===== src/sv/masm_pkg.sv =====
// masm_pkg: shared types, constants and codes for the matrix engine.
// No dependencies; imported by every module of the block.
package masm_pkg;

    localparam int MAX_DIM     = 8;
    localparam int FRAC_BITS   = 16;
    localparam int DEPTH       = MAX_DIM * MAX_DIM;
    localparam int AW          = $clog2(DEPTH);
    localparam int DW          = $clog2(MAX_DIM + 1);
    localparam int KW          = (MAX_DIM > 1) ? $clog2(MAX_DIM) : 1;
    localparam int CW          = $clog2(DEPTH + 1);
    localparam int ACC_W       = 64 + KW + 1;

    typedef enum logic [1:0] {
        OP_ADD   = 2'd0,
        OP_SUB   = 2'd1,
        OP_MUL   = 2'd2,
        OP_SCALE = 2'd3
    } op_t;

    localparam logic [2:0] REG_OPERATION   = 3'd0;
    localparam logic [2:0] REG_ROWS_FIRST  = 3'd1;
    localparam logic [2:0] REG_COLS_FIRST  = 3'd2;
    localparam logic [2:0] REG_ROWS_SECOND = 3'd3;
    localparam logic [2:0] REG_COLS_SECOND = 3'd4;
    localparam logic [2:0] REG_SCALE       = 3'd5;

    typedef struct packed {
        logic        func;
        logic [31:0] element_value;
    } in_item_t;

    typedef struct packed {
        logic [31:0] result_value;
        logic        dimension_error;
        logic        last_result;
    } out_item_t;

    typedef struct packed {
        logic [1:0]  operation;
        logic [3:0]  rows_first;
        logic [3:0]  cols_first;
        logic [3:0]  rows_second;
        logic [3:0]  cols_second;
        logic [31:0] scale_factor;
    } cfg_t;

    typedef enum logic [2:0] {
        ST_LOAD,
        ST_READ,
        ST_MUL,
        ST_ACC,
        ST_EMIT
    } state_t;

    // controller -> datapath
    typedef struct packed {
        logic          wr_first;
        logic          wr_second;
        logic [AW-1:0] wr_addr;
        logic [AW-1:0] rd_addr_a;
        logic [AW-1:0] rd_addr_b;
        logic          acc_clear;
        logic          mul_en;
        logic          acc_en;
        logic          load_out;
        logic          err_out;
        logic          last_out;
    } dp_cmd_t;

    // datapath -> controller
    typedef struct packed {
        logic out_busy;
    } dp_stat_t;

endpackage


===== src/sv/masm_cfg.sv =====
// masm_cfg: configuration register file.
// Depends on masm_pkg.
module masm_cfg
    import masm_pkg::*;
(
    input  logic        aclk,
    input  logic        aresetn,
    input  logic        cfg_valid,
    input  logic [2:0]  cfg_index,
    input  logic [31:0] cfg_data,
    output cfg_t        cfg
);

    cfg_t cfg_reg;

    always_ff @(posedge aclk) begin
        if (!aresetn) begin
            cfg_reg.operation    <= OP_MUL;
            cfg_reg.rows_first   <= 4'd8;
            cfg_reg.cols_first   <= 4'd8;
            cfg_reg.rows_second  <= 4'd8;
            cfg_reg.cols_second  <= 4'd8;
            cfg_reg.scale_factor <= 32'd65536;
        end else if (cfg_valid) begin
            unique case (cfg_index)
                REG_OPERATION:   cfg_reg.operation    <= cfg_data[1:0];
                REG_ROWS_FIRST:  cfg_reg.rows_first   <= cfg_data[3:0];
                REG_COLS_FIRST:  cfg_reg.cols_first   <= cfg_data[3:0];
                REG_ROWS_SECOND: cfg_reg.rows_second  <= cfg_data[3:0];
                REG_COLS_SECOND: cfg_reg.cols_second  <= cfg_data[3:0];
                REG_SCALE:       cfg_reg.scale_factor <= cfg_data;
                default: ;
            endcase
        end
    end

    assign cfg = cfg_reg;

endmodule


===== config.mk =====
export PLATFORM = sky130hd
export DESIGN_NAME = masm_cfg
export DESIGN_NICKNAME = d
export VERILOG_FILES = /design/src/sv/masm_pkg.sv /design/src/sv/masm_cfg.sv
export SDC_FILE = /design/constraint.sdc
export NUM_CORES = 1
export LEC_CHECK = 0
export ABC_AREA = 1
export ABC_CLOCK_PERIOD_IN_PS = 3240
export BUFFER_PORTS_ARGS = -buffer_cell sky130_fd_sc_hd__buf_2
export CORE_ASPECT_RATIO = 0.5
export CORE_MARGIN = 10
export CORE_UTILIZATION = 40
export DETAILED_ROUTE_END_ITERATION = 16
export PLACE_DENSITY_LB_ADDON = 0.2
export SLEW_MARGIN = 10
export SYNTH_ARGS = -nofsm -noshare
export SYNTH_HDL_FRONTEND = slang
export SYNTH_SLANG_ARGS = --single-unit

===== constraint.sdc =====
create_clock -name aclk -period 3.24 [get_ports aclk]
set_clock_uncertainty 0.2 [all_clocks]
set_input_delay 0.648 -clock aclk [delete_from_list [all_inputs] [get_ports aclk]]
set_output_delay 0.648 -clock aclk [all_outputs]
set_load 0.02 [all_outputs]

==> After elaboration in Yosys (flattened, before gate mapping) <==
Index checks and enable logic that the tools add are counted.
{ "word_totals": {"reg_bits": 50, "input_bits": 38, "out_inout_bits": 50, "elab_cells": 18} }
{ "op_classes": {"n_eq_ne": 5, "reduce_logical": 7} }
{ "op_table": {"columns": ["operator", "count"], "rows": [
  ["2-bit AND reduction", 6],
  ["3-bit by 2-bit == test with 1-bit output (second input constant)", 2],
  ["3-bit == test (second input constant)", 2],
  ["3-bit by 1-bit == test with 1-bit output (second input constant)", 1],
  ["3-bit logical NOT", 1]
]} }

==> Depth between registers and ports, before layout <==
{ "depth": {"word_depth": 2, "mapped_depth": 6, "ltp_nobuf": 5} }

==> Worst setup path after synthesis <==
OpenSTA, ideal clock, no wires.
{ "synth_path": {"kind": "input to register", "start": "in cfg_index[2]", "end": "reg cfg_reg, in the netlist cfg[10]", "setup_ps": 113, "t_arrival_ps": 1236, "required_time_ps": 2927, "path_slack_ps": 1691, "cell_stages": 6, "path_buffers": 1, "cell_sequence": "nand2_1 > inv_2 > buf_2 > nand3_1 > nand2_1 > nor2_1"} }
{ "synth_between": {"elab_chain_cells": 2} }
{ "synth_lines": {"columns": ["element", "line", "rtl"], "rows": [
  ["start: declaration", "masm_cfg.sv:9", "input logic [2:0] cfg_index,"],
  ["3-bit == test", "masm_cfg.sv:25", "unique case (cfg_index)"],
  ["2-bit AND reduction (no source line)", null, null],
  ["end: declaration", "masm_cfg.sv:14", "cfg_t cfg_reg;"]
]} }
No other way between the ends.
A chain may end at the register's enable or synchronous reset.

==> Final worst setup path <==
{ "layout_path": {"start": "in cfg_index[1]", "end": "reg cfg_reg, in the netlist cfg[5]"} }
Same word-level chain as after synthesis.

==> results.yml <==
status:
  outcome: "finished, final reports clean"
global_route:
  grt_max_degree: 51
  overflow: 0
  antenna_found_initial: 0
  grt_use_total_pct: 12.4
  grt_pass1_wl_mm: 8.95
  grt_pass1_vias: 1981
logic_synthesis:
  ys_warn_count: 0
  syn_area_per_cell_um2: 6.67
  syn_nets: 354
  synth_seq_area_share_pct: 47.5
  netlist_area_mm2: 0.00211
  synth.area.top_cells: "dfxtp_1, nor2_1, nand3_1"
  ys_ff_latch: 50
  yosys.area.top_type: "dfxtp_1"
  yosysUniqueCellTypes: 12
  netlist_instances: 316
  synth_top_area_share_pct: 47.5
die:
  die_h_um: 71.3
  ios: 88
  initial_core_util_pct: 42.2
  num_rows: 18
  core_area_mm2: 0.00500
  die_x_um: 123
  die_area_mm2: 0.00875
min_path:
  holdPathEnd: "cfg[49]"
  holdPathStages: 2
  hold_path_class: "reg2reg"
  hp-start: "cfg[49]"
finish:
  drive_gt1_share_pct: 25.1
  diodes: 0
  final_common_cell: "nor2_1"
  largest_reg_flops: 50
  fin_nets: 432
  n_fill_cell: 557
  mostFrequentLayoutCells: "nor2_1, buf_2, nand2_1"
  areaGrowthSynthToFinish_pct: 25.0
critical_path:
  reg2reg_slack_ns: 2.43
  cp_max_fo: 32
  crit_required_ns: 3.27
  timing.critical_path.from: "cfg_index[1]"
  critical_path_class: "in2reg"
  r2r_cells: 2
  worst_setup_path_end_kind: "flop"
  r2r_start: "cfg[16]"
  cp-start-kind: "primary input"
  r2r_end: "cfg[16]"
  worstPathArrival_ns: 1.77
sta:
  relSlewSlack_pct: 41.7
  maxSlewViolCount: 0
  worst_pin_slew_ns: 0.875
  tns_ns: 0
  fin_hold_ws_ns: 0.270
  rsz0062_at_grt: "false"
  setup_violations: 0
  max_freq_mhz: 576
  fin_crit_ns: 1.73
  finalHoldViolCount: 0
  finalCritPeriodShare_pct: 53.5
detailed_routing:
  drt_iter0_markers: 118
  num_vias: 2094
  vias_per_cell: 4.50
  first_pass_iters: 4
  wl_mm: 5.54
  ant_nets: 0
  drc: 0
  detail_route.wl_per_cell_um: 11.9
clocking:
  cts-buffers-inserted: 5
  postCtsHoldBufs: 0
  clk_pin_slew_ns: 0.08
  cts_htree_levels: 2
  cts_sinks: 50
  cts_setup_buffers: 0
  cts_tree: "built"
  max-clock-path-buffers: 2
  cts_resized: 0
  clock_latency_ns: 0.29
  root_buffer: "clkbuf_8"
flow_run:
  cap_violations: 0
power:
  leakagePower_nw: 1.41
  ir_worst_vdd_mv: 0.181
  power_density_mw_per_mm2: 448
placed_design:
  routabilityCongestion: 0.776
  hpwl_mm: 4.12
  io_buffers: 87
## cells in the mapped netlist
cell / number
nor2_1: 96
o21ai_0: 3
buf_1: 2
buf_2: 4
nor2_4: 2
buf_4: 6
clkbuf_1: 4
inv_1: 34
nand3_1: 50
inv_2: 3
nand2_1: 62
dfxtp_1: 50
## routing by layer
layer	vias to the layer above	wire, um	global-route usage [%]	share of wire, %
met5	-	0	0	0
met4	0	27	3.51	0.49
met3	5	466	5.32	8.4
met2	48	2770	23.0	50
met1	930	2280	12.4	41
li1	1111	-	-	-
## logic make-up (layout without fill, tap and decap cells)
| group | after synthesis | count (layout) | share of synthesized area, % |
|---|---|---|---|
| DFF | 50 | 50 | 47.5 |
| and+or+nand+nor | 210 | 210 | 41.1 |
| AOI/OAI and AO/OA | 3 | 3 | 0.712 |
| buffers and inverters | 53 | 132 | 10.7 |
## metrics by stage
step / worst slack, ns / power [W] / instance area (um2) / utilization [%] / std cells
2_1_floorplan: 1.69 / 0.000772 / 2110 / - / 316
3_3_place_gp: 1.18 / 0.000828 / 2540 / 50.9 / 457
3_5_place_dp: 1.19 / 0.000832 / 2540 / 50.9 / 457
4_1_cts: 1.50 / 0.00120 / 2640 / 52.7 / 465
5_1_grt: 1.38 / 0.00125 / 2640 / 52.7 / 465
6_report: 1.51 / 0.00118 / 2640 / 52.7 / 465
## area by class of cell
cell class                      instances  area [um2]  area share [%]
Sequential cell                        50        1000            38.0
Multi-Input combinational cell        213         881            33.4
Timing Repair Buffer                   87         435            16.5
Inverter                               37         139            5.27
Tap cell                               70        87.6            3.32
Clock buffer                            7        86.3            3.28
Clock inverter                          1        5.00           0.190
## report_power, final
group | leakage [nW] | switching, W | internal [W]
registers | 0.407 | 0.0000101 | 0.000636
logic | 0.960 | 0.000111 | 0.0000587
clock network | 0.0482 | 0.000194 | 0.000173
## worst max-delay path, cell delays in order
cell and delay [ns]:
buf_2 0.14, inv_2 0.07, nand2_1 0.11, nor2_4 0.58
nor2_1 0.08, nor2_1 0.13
## worst max-delay path by stage
stage | cells past startpoint | to
after global routing | 6 | cfg[10]
final | 6 | cfg[5]
after floorplan | 6 | cfg[10]
after global placement | 6 | cfg[16]
after detailed placement | 6 | cfg[16]
after CTS | 6 | cfg[16]
Power figures use the tool's default switching activity.
