==> config.mk <==
export PLATFORM = sky130hd
export DESIGN_NAME = masm_ctrl
export DESIGN_NICKNAME = d
export VERILOG_FILES = /design/src/sv/masm_pkg.sv /design/src/sv/masm_ctrl.sv
export SDC_FILE = /design/constraint.sdc
export NUM_CORES = 1
export LEC_CHECK = 0
export BUFFER_PORTS_ARGS = -buffer_cell sky130_fd_sc_hd__buf_2
export CAP_MARGIN = 30
export CORE_MARGIN = 3
export CORE_UTILIZATION = 45
export DETAILED_ROUTE_END_ITERATION = 7
export GPL_ROUTABILITY_DRIVEN = 0
export PLACE_DENSITY = 0.68
export RECOVER_POWER = 100
export SLEW_MARGIN = 40
export SYNTH_ARGS = -nofsm -noshare
export SYNTH_HDL_FRONTEND = slang
export SYNTH_SLANG_ARGS = --single-unit
export TNS_END_PERCENT = 30
==> constraint.sdc <==
create_clock -name aclk -period 22.8 [get_ports aclk]
set_input_delay 4.56 -clock aclk [delete_from_list [all_inputs] [get_ports aclk]]
set_output_delay 4.56 -clock aclk [all_outputs]
set_load 0.02 [all_outputs]
==> src/sv/masm_pkg.sv <==
// masm_pkg: shared types, constants and codes for the matrix engine.
// No dependencies; imported by every module of the block.
package masm_pkg;

    localparam int MAX_DIM     = 8;
    localparam int FRAC_BITS   = 16;
    localparam int DEPTH       = MAX_DIM * MAX_DIM;
    localparam int AW          = $clog2(DEPTH);
    localparam int DW          = $clog2(MAX_DIM + 1);
    localparam int KW          = (MAX_DIM > 1) ? $clog2(MAX_DIM) : 1;
    localparam int CW          = $clog2(DEPTH + 1);
    localparam int ACC_W       = 64 + KW + 1;

    typedef enum logic [1:0] {
        OP_ADD   = 2'd0,
        OP_SUB   = 2'd1,
        OP_MUL   = 2'd2,
        OP_SCALE = 2'd3
    } op_t;

    localparam logic [2:0] REG_OPERATION   = 3'd0;
    localparam logic [2:0] REG_ROWS_FIRST  = 3'd1;
    localparam logic [2:0] REG_COLS_FIRST  = 3'd2;
    localparam logic [2:0] REG_ROWS_SECOND = 3'd3;
    localparam logic [2:0] REG_COLS_SECOND = 3'd4;
    localparam logic [2:0] REG_SCALE       = 3'd5;

    typedef struct packed {
        logic        func;
        logic [31:0] element_value;
    } in_item_t;

    typedef struct packed {
        logic [31:0] result_value;
        logic        dimension_error;
        logic        last_result;
    } out_item_t;

    typedef struct packed {
        logic [1:0]  operation;
        logic [3:0]  rows_first;
        logic [3:0]  cols_first;
        logic [3:0]  rows_second;
        logic [3:0]  cols_second;
        logic [31:0] scale_factor;
    } cfg_t;

    typedef enum logic [2:0] {
        ST_LOAD,
        ST_READ,
        ST_MUL,
        ST_ACC,
        ST_EMIT
    } state_t;

    // controller -> datapath
    typedef struct packed {
        logic          wr_first;
        logic          wr_second;
        logic [AW-1:0] wr_addr;
        logic [AW-1:0] rd_addr_a;
        logic [AW-1:0] rd_addr_b;
        logic          acc_clear;
        logic          mul_en;
        logic          acc_en;
        logic          load_out;
        logic          err_out;
        logic          last_out;
    } dp_cmd_t;

    // datapath -> controller
    typedef struct packed {
        logic out_busy;
    } dp_stat_t;

endpackage

==> src/sv/masm_ctrl.sv <==
// masm_ctrl: load counters, dimension check and result sequencing state machine.
// Depends on masm_pkg; commands masm_datapath.
module masm_ctrl
    import masm_pkg::*;
(
    input  logic     aclk,
    input  logic     aresetn,
    input  cfg_t     cfg,
    input  in_item_t s_data,
    input  logic     s_valid,
    output logic     s_ready,
    input  dp_stat_t stat,
    output dp_cmd_t  cmd
);

    state_t state_reg, state_next;
    logic [CW-1:0] cnt1_reg, cnt1_next, cnt2_reg, cnt2_next;
    logic [DW-1:0] i_reg, i_next, j_reg, j_next;
    logic [KW:0]   k_reg, k_next;
    logic err_reg, err_next;

    logic ok, fire;
    logic [CW-1:0] tot1, tot2;
    logic [DW-1:0] rr, cc;
    logic is_mul;

    function automatic logic dim_ok(input logic [3:0] d);
        return d >= 4'd1 && d <= 4'(MAX_DIM);
    endfunction

    always_comb begin
        ok = dim_ok(cfg.rows_first) && dim_ok(cfg.cols_first);
        if (cfg.operation != OP_SCALE) begin
            ok = ok && dim_ok(cfg.rows_second) && dim_ok(cfg.cols_second);
            if (cfg.operation == OP_MUL)
                ok = ok && cfg.cols_first == cfg.rows_second;
            else
                ok = ok && cfg.rows_first == cfg.rows_second
                        && cfg.cols_first == cfg.cols_second;
        end
        tot1 = CW'(cfg.rows_first) * CW'(cfg.cols_first);
        tot2 = CW'(cfg.rows_second) * CW'(cfg.cols_second);
        is_mul = cfg.operation == OP_MUL;
        rr = DW'(cfg.rows_first);
        cc = is_mul ? DW'(cfg.cols_second) : DW'(cfg.cols_first);
    end

    assign s_ready = state_reg == ST_LOAD && !err_reg && !stat.out_busy;
    assign fire = s_valid && s_ready;

    always_ff @(posedge aclk) begin
        if (!aresetn) begin
            state_reg <= ST_LOAD;
            cnt1_reg  <= '0;
            cnt2_reg  <= '0;
            err_reg   <= 1'b0;
        end else begin
            state_reg <= state_next;
            cnt1_reg  <= cnt1_next;
            cnt2_reg  <= cnt2_next;
            err_reg   <= err_next;
        end
        i_reg <= i_next;
        j_reg <= j_next;
        k_reg <= k_next;
    end

    always_comb begin
        state_next = state_reg;
        cnt1_next = cnt1_reg;
        cnt2_next = cnt2_reg;
        err_next = 1'b0;
        i_next = i_reg;
        j_next = j_reg;
        k_next = k_reg;
        cmd = '0;
        cmd.wr_addr = cnt1_reg[AW-1:0];
        cmd.rd_addr_a = is_mul ? AW'(i_reg) * AW'(cfg.cols_first) + AW'(k_reg)
                               : AW'(i_reg) * AW'(cc) + AW'(j_reg);
        cmd.rd_addr_b = is_mul ? AW'(k_reg) * AW'(cfg.cols_second) + AW'(j_reg)
                               : AW'(i_reg) * AW'(cc) + AW'(j_reg);
        if (err_reg) begin
            cmd.load_out = 1'b1;
            cmd.err_out = 1'b1;
            cmd.last_out = 1'b1;
        end
        unique case (state_reg)
            ST_LOAD: begin
                if (fire) begin
                    if (!ok) begin
                        cnt1_next = '0;
                        cnt2_next = '0;
                        err_next = 1'b1;
                    end else begin
                        if (!s_data.func) begin
                            if (cnt1_reg < tot1) begin
                                cmd.wr_first = 1'b1;
                                cnt1_next = cnt1_reg + 1'b1;
                            end
                        end else if (cfg.operation != OP_SCALE && cnt2_reg < tot2) begin
                            cmd.wr_second = 1'b1;
                            cmd.wr_addr = cnt2_reg[AW-1:0];
                            cnt2_next = cnt2_reg + 1'b1;
                        end
                        if (!(s_data.func && cfg.operation == OP_SCALE) &&
                            cnt1_next >= tot1 &&
                            (cfg.operation == OP_SCALE || cnt2_next >= tot2)) begin
                            state_next = ST_READ;
                            i_next = '0;
                            j_next = '0;
                            k_next = '0;
                        end
                    end
                end
            end
            ST_READ: begin
                // operand reads registered this cycle
                cmd.acc_clear = k_reg == '0;
                state_next = ST_MUL;
            end
            ST_MUL: begin
                cmd.mul_en = 1'b1;
                state_next = ST_ACC;
            end
            ST_ACC: begin
                cmd.acc_en = 1'b1;
                if (is_mul && k_reg + 1'b1 < (KW+1)'(cfg.cols_first)) begin
                    k_next = k_reg + 1'b1;
                    state_next = ST_READ;
                end else begin
                    state_next = ST_EMIT;
                end
            end
            ST_EMIT: begin
                // for add/sub, a_reg/b_reg still hold this element's operands
                if (!stat.out_busy) begin
                    cmd.load_out = 1'b1;
                    cmd.last_out = i_reg == rr - 1'b1 && j_reg == cc - 1'b1;
                    k_next = '0;
                    if (cmd.last_out) begin
                        cnt1_next = '0;
                        cnt2_next = '0;
                        state_next = ST_LOAD;
                    end else begin
                        state_next = ST_READ;
                        if (j_reg == cc - 1'b1) begin
                            j_next = '0;
                            i_next = i_reg + 1'b1;
                        end else begin
                            j_next = j_reg + 1'b1;
                        end
                    end
                end
            end
            default: state_next = ST_LOAD;
        endcase
    end

    a_err_no_load: assert property (@(posedge aclk) disable iff (!aresetn)
        err_reg |-> state_reg == ST_LOAD) else $error("error result outside load");
    a_cnt1_bound: assert property (@(posedge aclk) disable iff (!aresetn)
        cnt1_reg <= CW'(DEPTH)) else $error("first count overflow");
    a_cnt2_bound: assert property (@(posedge aclk) disable iff (!aresetn)
        cnt2_reg <= CW'(DEPTH)) else $error("second count overflow");
    a_emit_idle: assert property (@(posedge aclk) disable iff (!aresetn)
        cmd.load_out |-> !stat.out_busy) else $error("result overwritten");

endmodule

After elaboration in Yosys (flattened, before gate mapping)
Index checks and enable logic that the tools add are counted.
- flip-flop bits (word level): 30
- input bits: 87
- output and inout bits: 27
- add/sub/neg operators: 10
- multipliers: 5
- order comparisons: 13
- equal/unequal tests: 20
- mux-type cells: 60
- reduce and logical (&&, ||, !) cells: 33
- operators with widths (kind ; count):
    $mux W7 ; 18
    $mux W4 ; 12
    $pmux W7 S2 ; 2
    $mux W8 ; 3
    $eq A4 B4 Y1 ; 5
    $logic_and A1 B1 Y1 ; 19
    $add A6 B4 Y6 ; 3
    $mul A4 B4 Y6 ; 3
    $mux W3 ; 6
    $ge A4 B1 Y1 const B ; 4
    $le A4 B4 Y1 const B ; 4
    $ne A2 B2 Y1 const B ; 8
    $pmux W4 S2 ; 2
    $pmux W3 S5 ; 1
    $add A7 B1 Y7 const B ; 2
    $ge A7 B7 Y1 ; 2
    $lt A7 B7 Y1 ; 2
    $mul A4 B4 Y7 ; 2
    $mux W1 ; 13
    $add A4 B1 Y4 const B ; 3
    $mux W6 ; 2
    $pmux W4 S3 ; 1
    $reduce_and A6 Y1 ; 2
    $reduce_and A4 Y1 ; 2
    15 further kinds ; 20

Logic depth before layout (Yosys ltp)
Gate-level depths: netlist (run 1).
- depth after elaboration: 19
- depth in mapped cells: 24

Worst setup path after synthesis (run 1)
Ideal clock, no wire load.
- kind: input-to-output
- from: input port cfg[35] (netlist bit)
- to: output port cmd[18] (netlist bit)
- data arrival time: 8.738 ns
- data required time: 18.240 ns
- path slack: 9.502 ns
- stages: 16
- buffers on the path: 2
- path through: clkbuf_1 > nand2_1 > fa_1 > inv_1 > fa_1 > fa_1 > inv_1 > ha_1 > o21ai_0 > nand2b_1 > and2_1 > maj3_2 > a211oi_4 > and2_1 > buf_2 > mux2_2
- RTL lines (element ; line ; text):
    start: declaration ; masm_ctrl.sv:8 ; input cfg_t cfg,
    end: declaration ; masm_ctrl.sv:13 ; output dp_cmd_t cmd

==> results of run 1 <==
==> cells by family (layout without fill, tap and decap cells) <==
group | count (synthesis) | count (layout) | synth area share
and+or+nand+nor | 232 | 232 | 0.227
adders and majority gates | 116 | 116 | 0.302
AOI/OAI and AO/OA | 103 | 103 | 0.123
buffers and inverters | 98 | 122 | 0.0755
xor gates and xnor gates | 70 | 70 | 0.113
DFF | 30 | 30 | 0.133
muxes | 13 | 13 | 0.0270
==> critical path, stage by stage <==
cell      delay, ns
clkbuf_1       0.55
nand2_1        0.16
fa_1           0.55
inv_1          0.07
fa_1           0.55
fa_1           0.49
xnor2_1        0.26
ha_1           0.28
o21ai_0        0.07
nand2b_1       0.08
and2_0         0.20
maj3_1         0.37
a211oi_1       0.96
and2_0         0.47
mux2_2         0.39
clkbuf_1       0.17
==> cell type report <==
class	count	area (µm²)	share of cell area
inverters	65	244	0.0423
multi-input cells	534	4270	0.740
well taps	143	179	0.0310
clock buffers	6	139	0.0241
clock inverters	2	7.51	0.00130
repair buffers	49	209	0.0362
flip-flops and latches	30	721	0.125
==> power groups by stage <==
stage | registers, W | logic, W | clock network, W
finish | 0.0000557 | 0.0000790 | 0.0000652
global route | 0.0000557 | 0.0000898 | 0.0000685
CTS | 0.0000557 | 0.0000812 | 0.0000656
detailed placement | 0.0000568 | 0.0000803 | 0
global placement | 0.0000568 | 0.0000773 | 0
floorplan | 0.0000567 | 0.0000617 | 0
==> cell usage after synthesis, types with 2 or more instances <==
library cell and number:
nand4_1 7, buf_6 3, o211ai_1 6, or2_2 2, maj3_1 4, edfxtp_1 12
a31oi_1 4, and3_1 12, o22ai_1 5, or3_1 6, xor2_1 12, mux2_2 9
and4_1 4, xnor2_1 58, ha_1 85, nor2_1 25, o21ai_0 19, nand2_1 65
dfxtp_1 18, or4_1 2, mux2i_1 3, nand3_1 17, nand3b_1 2, fa_1 26
nand2b_1 9, clkbuf_1 22, buf_4 4, and2b_1 2, o31ai_1 6, buf_2 3
nor2b_1 8, a21o_1 9, a21oi_1 33, nor3_1 15, inv_1 65, a211oi_1 5
and2_1 46
==> metal layers <==
layer | GRT usage | routed length (µm) | vias up
li1 | - | - | 2306
met1 | 0.256 | 5750 | 2190
met2 | 0.372 | 6550 | 115
met3 | 0.0230 | 625 | 17
met4 | 0.0534 | 187 | 0
met5 | 0 | 0 | -
==> how the worst max path moves through the flow <==
stage                        from  endpoint  slack (ns)  cells past startpoint
after floorplan           cfg[35]   cmd[18]        9.50                     16
after global placement    cfg[34]   cmd[23]        9.14                     16
after detailed placement  cfg[34]   cmd[22]        9.09                     16
after CTS                 cfg[34]   cmd[22]        9.06                     16
after global routing      cfg[34]   cmd[22]        7.72                     16
final                     cfg[34]   cmd[23]        8.06                     16
==> metrics by stage <==
stage	cells	power [W]	utilization	cell area, µm²
finish	829	0.000200	0.497	5770
global route	829	0.000214	0.497	5770
CTS	829	0.000203	0.502	5830
detailed placement	821	0.000137	0.489	5680
global placement	821	0.000134	0.489	5680
floorplan	662	0.000118	-	5420
==> results.tsv, run 1 <==
metric	value	unit
min_delay_worst_endpoint	cnt1_reg[6]$_SDFFE_PN0P_	
synth-seq-cells	30	
cts_sinks	30	
timing.hold.ws	0.526	ns
grt_overflow_total	0	
vdd_drop_max	0.0000336	V
setup_slack	8.06	ns
grt_pass1_wl	22300	µm
syn-num-nets	860	
crit_required	18.24	ns
worstReg2RegStart	cnt2_reg[1]$_SDFFE_PN0P_	
p_sw	0.0000709	W
worstHoldPathCells	2	
drc	0	
area_growth	6.42	%
period_share	0.646	
min_period	14.74	ns
synth_top_area_share	0.196	
status	completed	
synth-main-ff-cell	dfxtp_1	
share_seq_of_total_power	0.279	
h-tree-depth	2	
r2r_slack	17.32	ns
synth.distinct_cells	66	
rr_endpoint	k_reg[1]$_SDFFCE_PN0P_	
core	11600	µm²
crit_path_start_kind	input pin	
synth.largest_area_cell	ha_1	
worstSkewPairLatency	0.27	ns
fmax	67.8	MHz
pwr-share-clk	0.326	
drt_wl_total	13100	µm
setup_viol	0	
leakagePower	2.73	nW
layout.nets	883	
hpwl	10500	µm
rsz0062_at_grt	false	
floorplan.initialDensity	0.467	
yosysWarnings	0	
ff2ff_path_depth	15	
hold_viol	0	
power_density	34.7	nW/µm²
hold_buffers	0	
grt_max_degree	20	
power_frac_comb	0.395	
die_area	13400	µm²
cts_made_buffers	5	
synth_async_sr_flop_share	0	
min_path_type	flip-flop to flip-flop	
hp-start	cnt1_reg[6]$_SDFFE_PN0P_	
switching_share	0.355	
antenna_cells	0	
layout_common_cells	ha_1 (85), nand2_1 (65), inv_1 (65)	
first_pass_iters	4	
cp_max_fo	13	
pre_cts_slack	9.09	ns
ys_top_cells_by_area	ha_1 (20%), fa_1 (9.6%), xnor2_1 (9.4%)	
postCtsSetupBuffers	0	
slew_violations	0	
arrival	10.18	ns
slew_headroom	0.225	
drive_above_1_share	0.0612	
die_h	116	µm
syn-instance-count	662	
cts-root-buf	clkbuf_16	
drtIter0Drc	251	
avgSynthCellArea	8.19	µm²
antenna_found_initial	0	
wl_per_cell	15.8	µm
ant_nets	0	
clockBufferDepth	2	
fin_tns_setup	0	ns
seq_area_frac_synth	0.133	
cts_resized	0	
grt.total_usage	0.204	
rows	39	
cp-end-kind	output port	
vias	4628	
syn-cell-area	5420	µm²
clock_skew	0.00523	ns
criticalPathCategory	input pin to output port	
final_common_cell	ha_1	
cts_tree	built	
grt_pass1_vias	4700	
nFillCells	1148	
die_w	116	µm
ios	114	
tightest_slew	1.16	ns
io_buffers	49	
max-cap-violations	0	
internal-power	0.000129	W
via_per_inst	5.58	
clk_pin_slew_worst_paths	0.05	ns
synth-edff-count	12	
Power figures use the tool's default switching activity.
==> run 2, diff against run 1 <==
--- a/config.mk
+++ b/config.mk
@@ -11,7 +11,7 @@
 export CORE_UTILIZATION = 45
 export DETAILED_ROUTE_END_ITERATION = 7
 export GPL_ROUTABILITY_DRIVEN = 0
-export PLACE_DENSITY = 0.68
+export PLACE_DENSITY = 0.7
 export RECOVER_POWER = 100
 export SLEW_MARGIN = 40
 export SYNTH_ARGS = -nofsm -noshare
==> constraint.sdc (replaced) <==
create_clock -name aclk -period 13.5 [get_ports aclk]
set_input_delay 2.7 -clock aclk [delete_from_list [all_inputs] [get_ports aclk]]
set_output_delay 2.7 -clock aclk [all_outputs]
set_load 0.02 [all_outputs]
==> results.tsv, run 2 (synthesized netlist as in run 1, its figures left out) <==
metric	value	unit
status	completed	
clockBufferDepth	2	
min_period	10.98	ns
wl_per_cell	16.0	µm
fin_tns_setup	0	ns
cp_max_fo	13	
layout.nets	883	
max-cap-violations	0	
grt_max_degree	20	
vias	4627	
clk_pin_slew_worst_paths	0.05	ns
period_share	0.813	
postCtsSetupBuffers	0	
dr.max_layer_used	met4	
die_h	116	µm
antenna_cells	0	
rows	39	
switching_share	0.363	
rsz0062_at_grt	false	
grt_overflow_total	0	
hold_buffers	0	
fmax	91.1	MHz
arrival	8.28	ns
clock_skew	0.00723	ns
grt_pass1_wl	22200	µm
crit_path_start_kind	input pin	
utilization	0.496	
vdd_drop_max	0.0000608	V
min_path_type	flip-flop to flip-flop	
h-tree-depth	2	
slew_violations	0	
drc	0	
antenna_found_initial	0	
hold_viol	0	
crit_required	10.80	ns
setup_viol	0	
ant_nets	0	
core	11600	µm²
via_per_inst	5.58	
cts_resized	0	
die_area	13400	µm²
die_w	116	µm
final_common_cell	ha_1	
floorplan.initialDensity	0.467	
slew_headroom	0.271	
wl_met3	653	µm
cts_made_buffers	5	
cts-root-buf	clkbuf_16	
cts_tree	built	
power_density	58.1	nW/µm²
criticalPathCategory	input pin to output port	
nFillCells	1138	
drtIter0Drc	252	
area_growth	6.30	%
p_sw	0.000122	W
worstHoldPathCells	2	
worstSkewPairLatency	0.28	ns
cp-end-kind	output port	
share_seq_of_total_power	0.281	
route.met2.wl	6610	µm
leakagePower	2.72	nW
ff2ff_path_depth	16	
hpwl	10500	µm
layout_common_cells	ha_1 (85), nand2_1 (65), inv_1 (65)	
drive_above_1_share	0.0612	
first_pass_iters	5	
pwr-share-clk	0.317	
ios	114	
internal-power	0.000213	W
power_frac_comb	0.403	
cts_sinks	30	
io_buffers	49	
drt_wl_total	13200	µm
route.layer.met1.wl	5820	µm
grt_pass1_vias	4688	
grt.total_usage	0.202	
tightest_slew	1.09	ns
## run 2: worst paths after layout
check                                               from                       end  slack (ns)
worst min register to register  cnt1_reg[6]$_SDFFE_PN0P_  cnt1_reg[6]$_SDFFE_PN0P_        0.52
worst max-delay path                             cfg[34]                   cmd[21]        2.52
worst min-delay path            cnt1_reg[6]$_SDFFE_PN0P_  cnt1_reg[6]$_SDFFE_PN0P_        0.52
worst max register to register  cnt2_reg[1]$_SDFFE_PN0P_    j_reg[3]$_SDFFCE_PP0P_        7.95
## run 2: final cells by class
type	count	area, µm²	area share
Clock buffer	6	129	0.0224
Clock inverter	2	8.76	0.00152
Inverter	65	244	0.0423
Multi-Input combinational cell	534	4270	0.741
Sequential cell	30	721	0.125
Tap cell	143	179	0.0310
Timing Repair Buffer	49	209	0.0363
## run 2: power groups by stage
stage | Sequential (W) | Combinational (W) | Clock (W)
5_1_grt | 0.0000940 | 0.000152 | 0.000111
6_report | 0.0000941 | 0.000135 | 0.000106
2_1_floorplan | 0.0000958 | 0.000104 | 0
3_3_place_gp | 0.0000959 | 0.000130 | 0
4_1_cts | 0.0000941 | 0.000138 | 0.000106
3_5_place_dp | 0.0000959 | 0.000136 | 0
## run 2: routing by layer
metal | vias up | global-route usage
li1 | 2291 | -
met1 | 2194 | 0.256
met2 | 127 | 0.366
met3 | 15 | 0.0287
met4 | 0 | 0.0410
met5 | - | 0
## run 2: worst max-delay path, cell delays in order
cell and delay [ns]:
clkbuf_1 0.55, nand2_1 0.17, fa_1 0.54, inv_1 0.06, fa_1 0.54, fa_1 0.48
xnor2_1 0.26, ha_1 0.29, o21ai_0 0.08, nand2b_1 0.09, and2_0 0.20, maj3_1 0.38
a211oi_1 0.91, and2_0 0.47, mux2_2 0.39, clkbuf_1 0.17
## run 2: through the flow
step	setup WS, ns	hold WS (ns)	area, µm²	total power [W]	cells
after floorplan	3.92	0.480	5420	0.000200	662
after global placement	3.59	0.496	5680	0.000226	821
after detailed placement	3.51	0.513	5680	0.000232	821
after CTS	3.49	0.518	5820	0.000338	829
after global routing	2.14	0.575	5760	0.000357	829
final	2.52	0.520	5760	0.000335	829
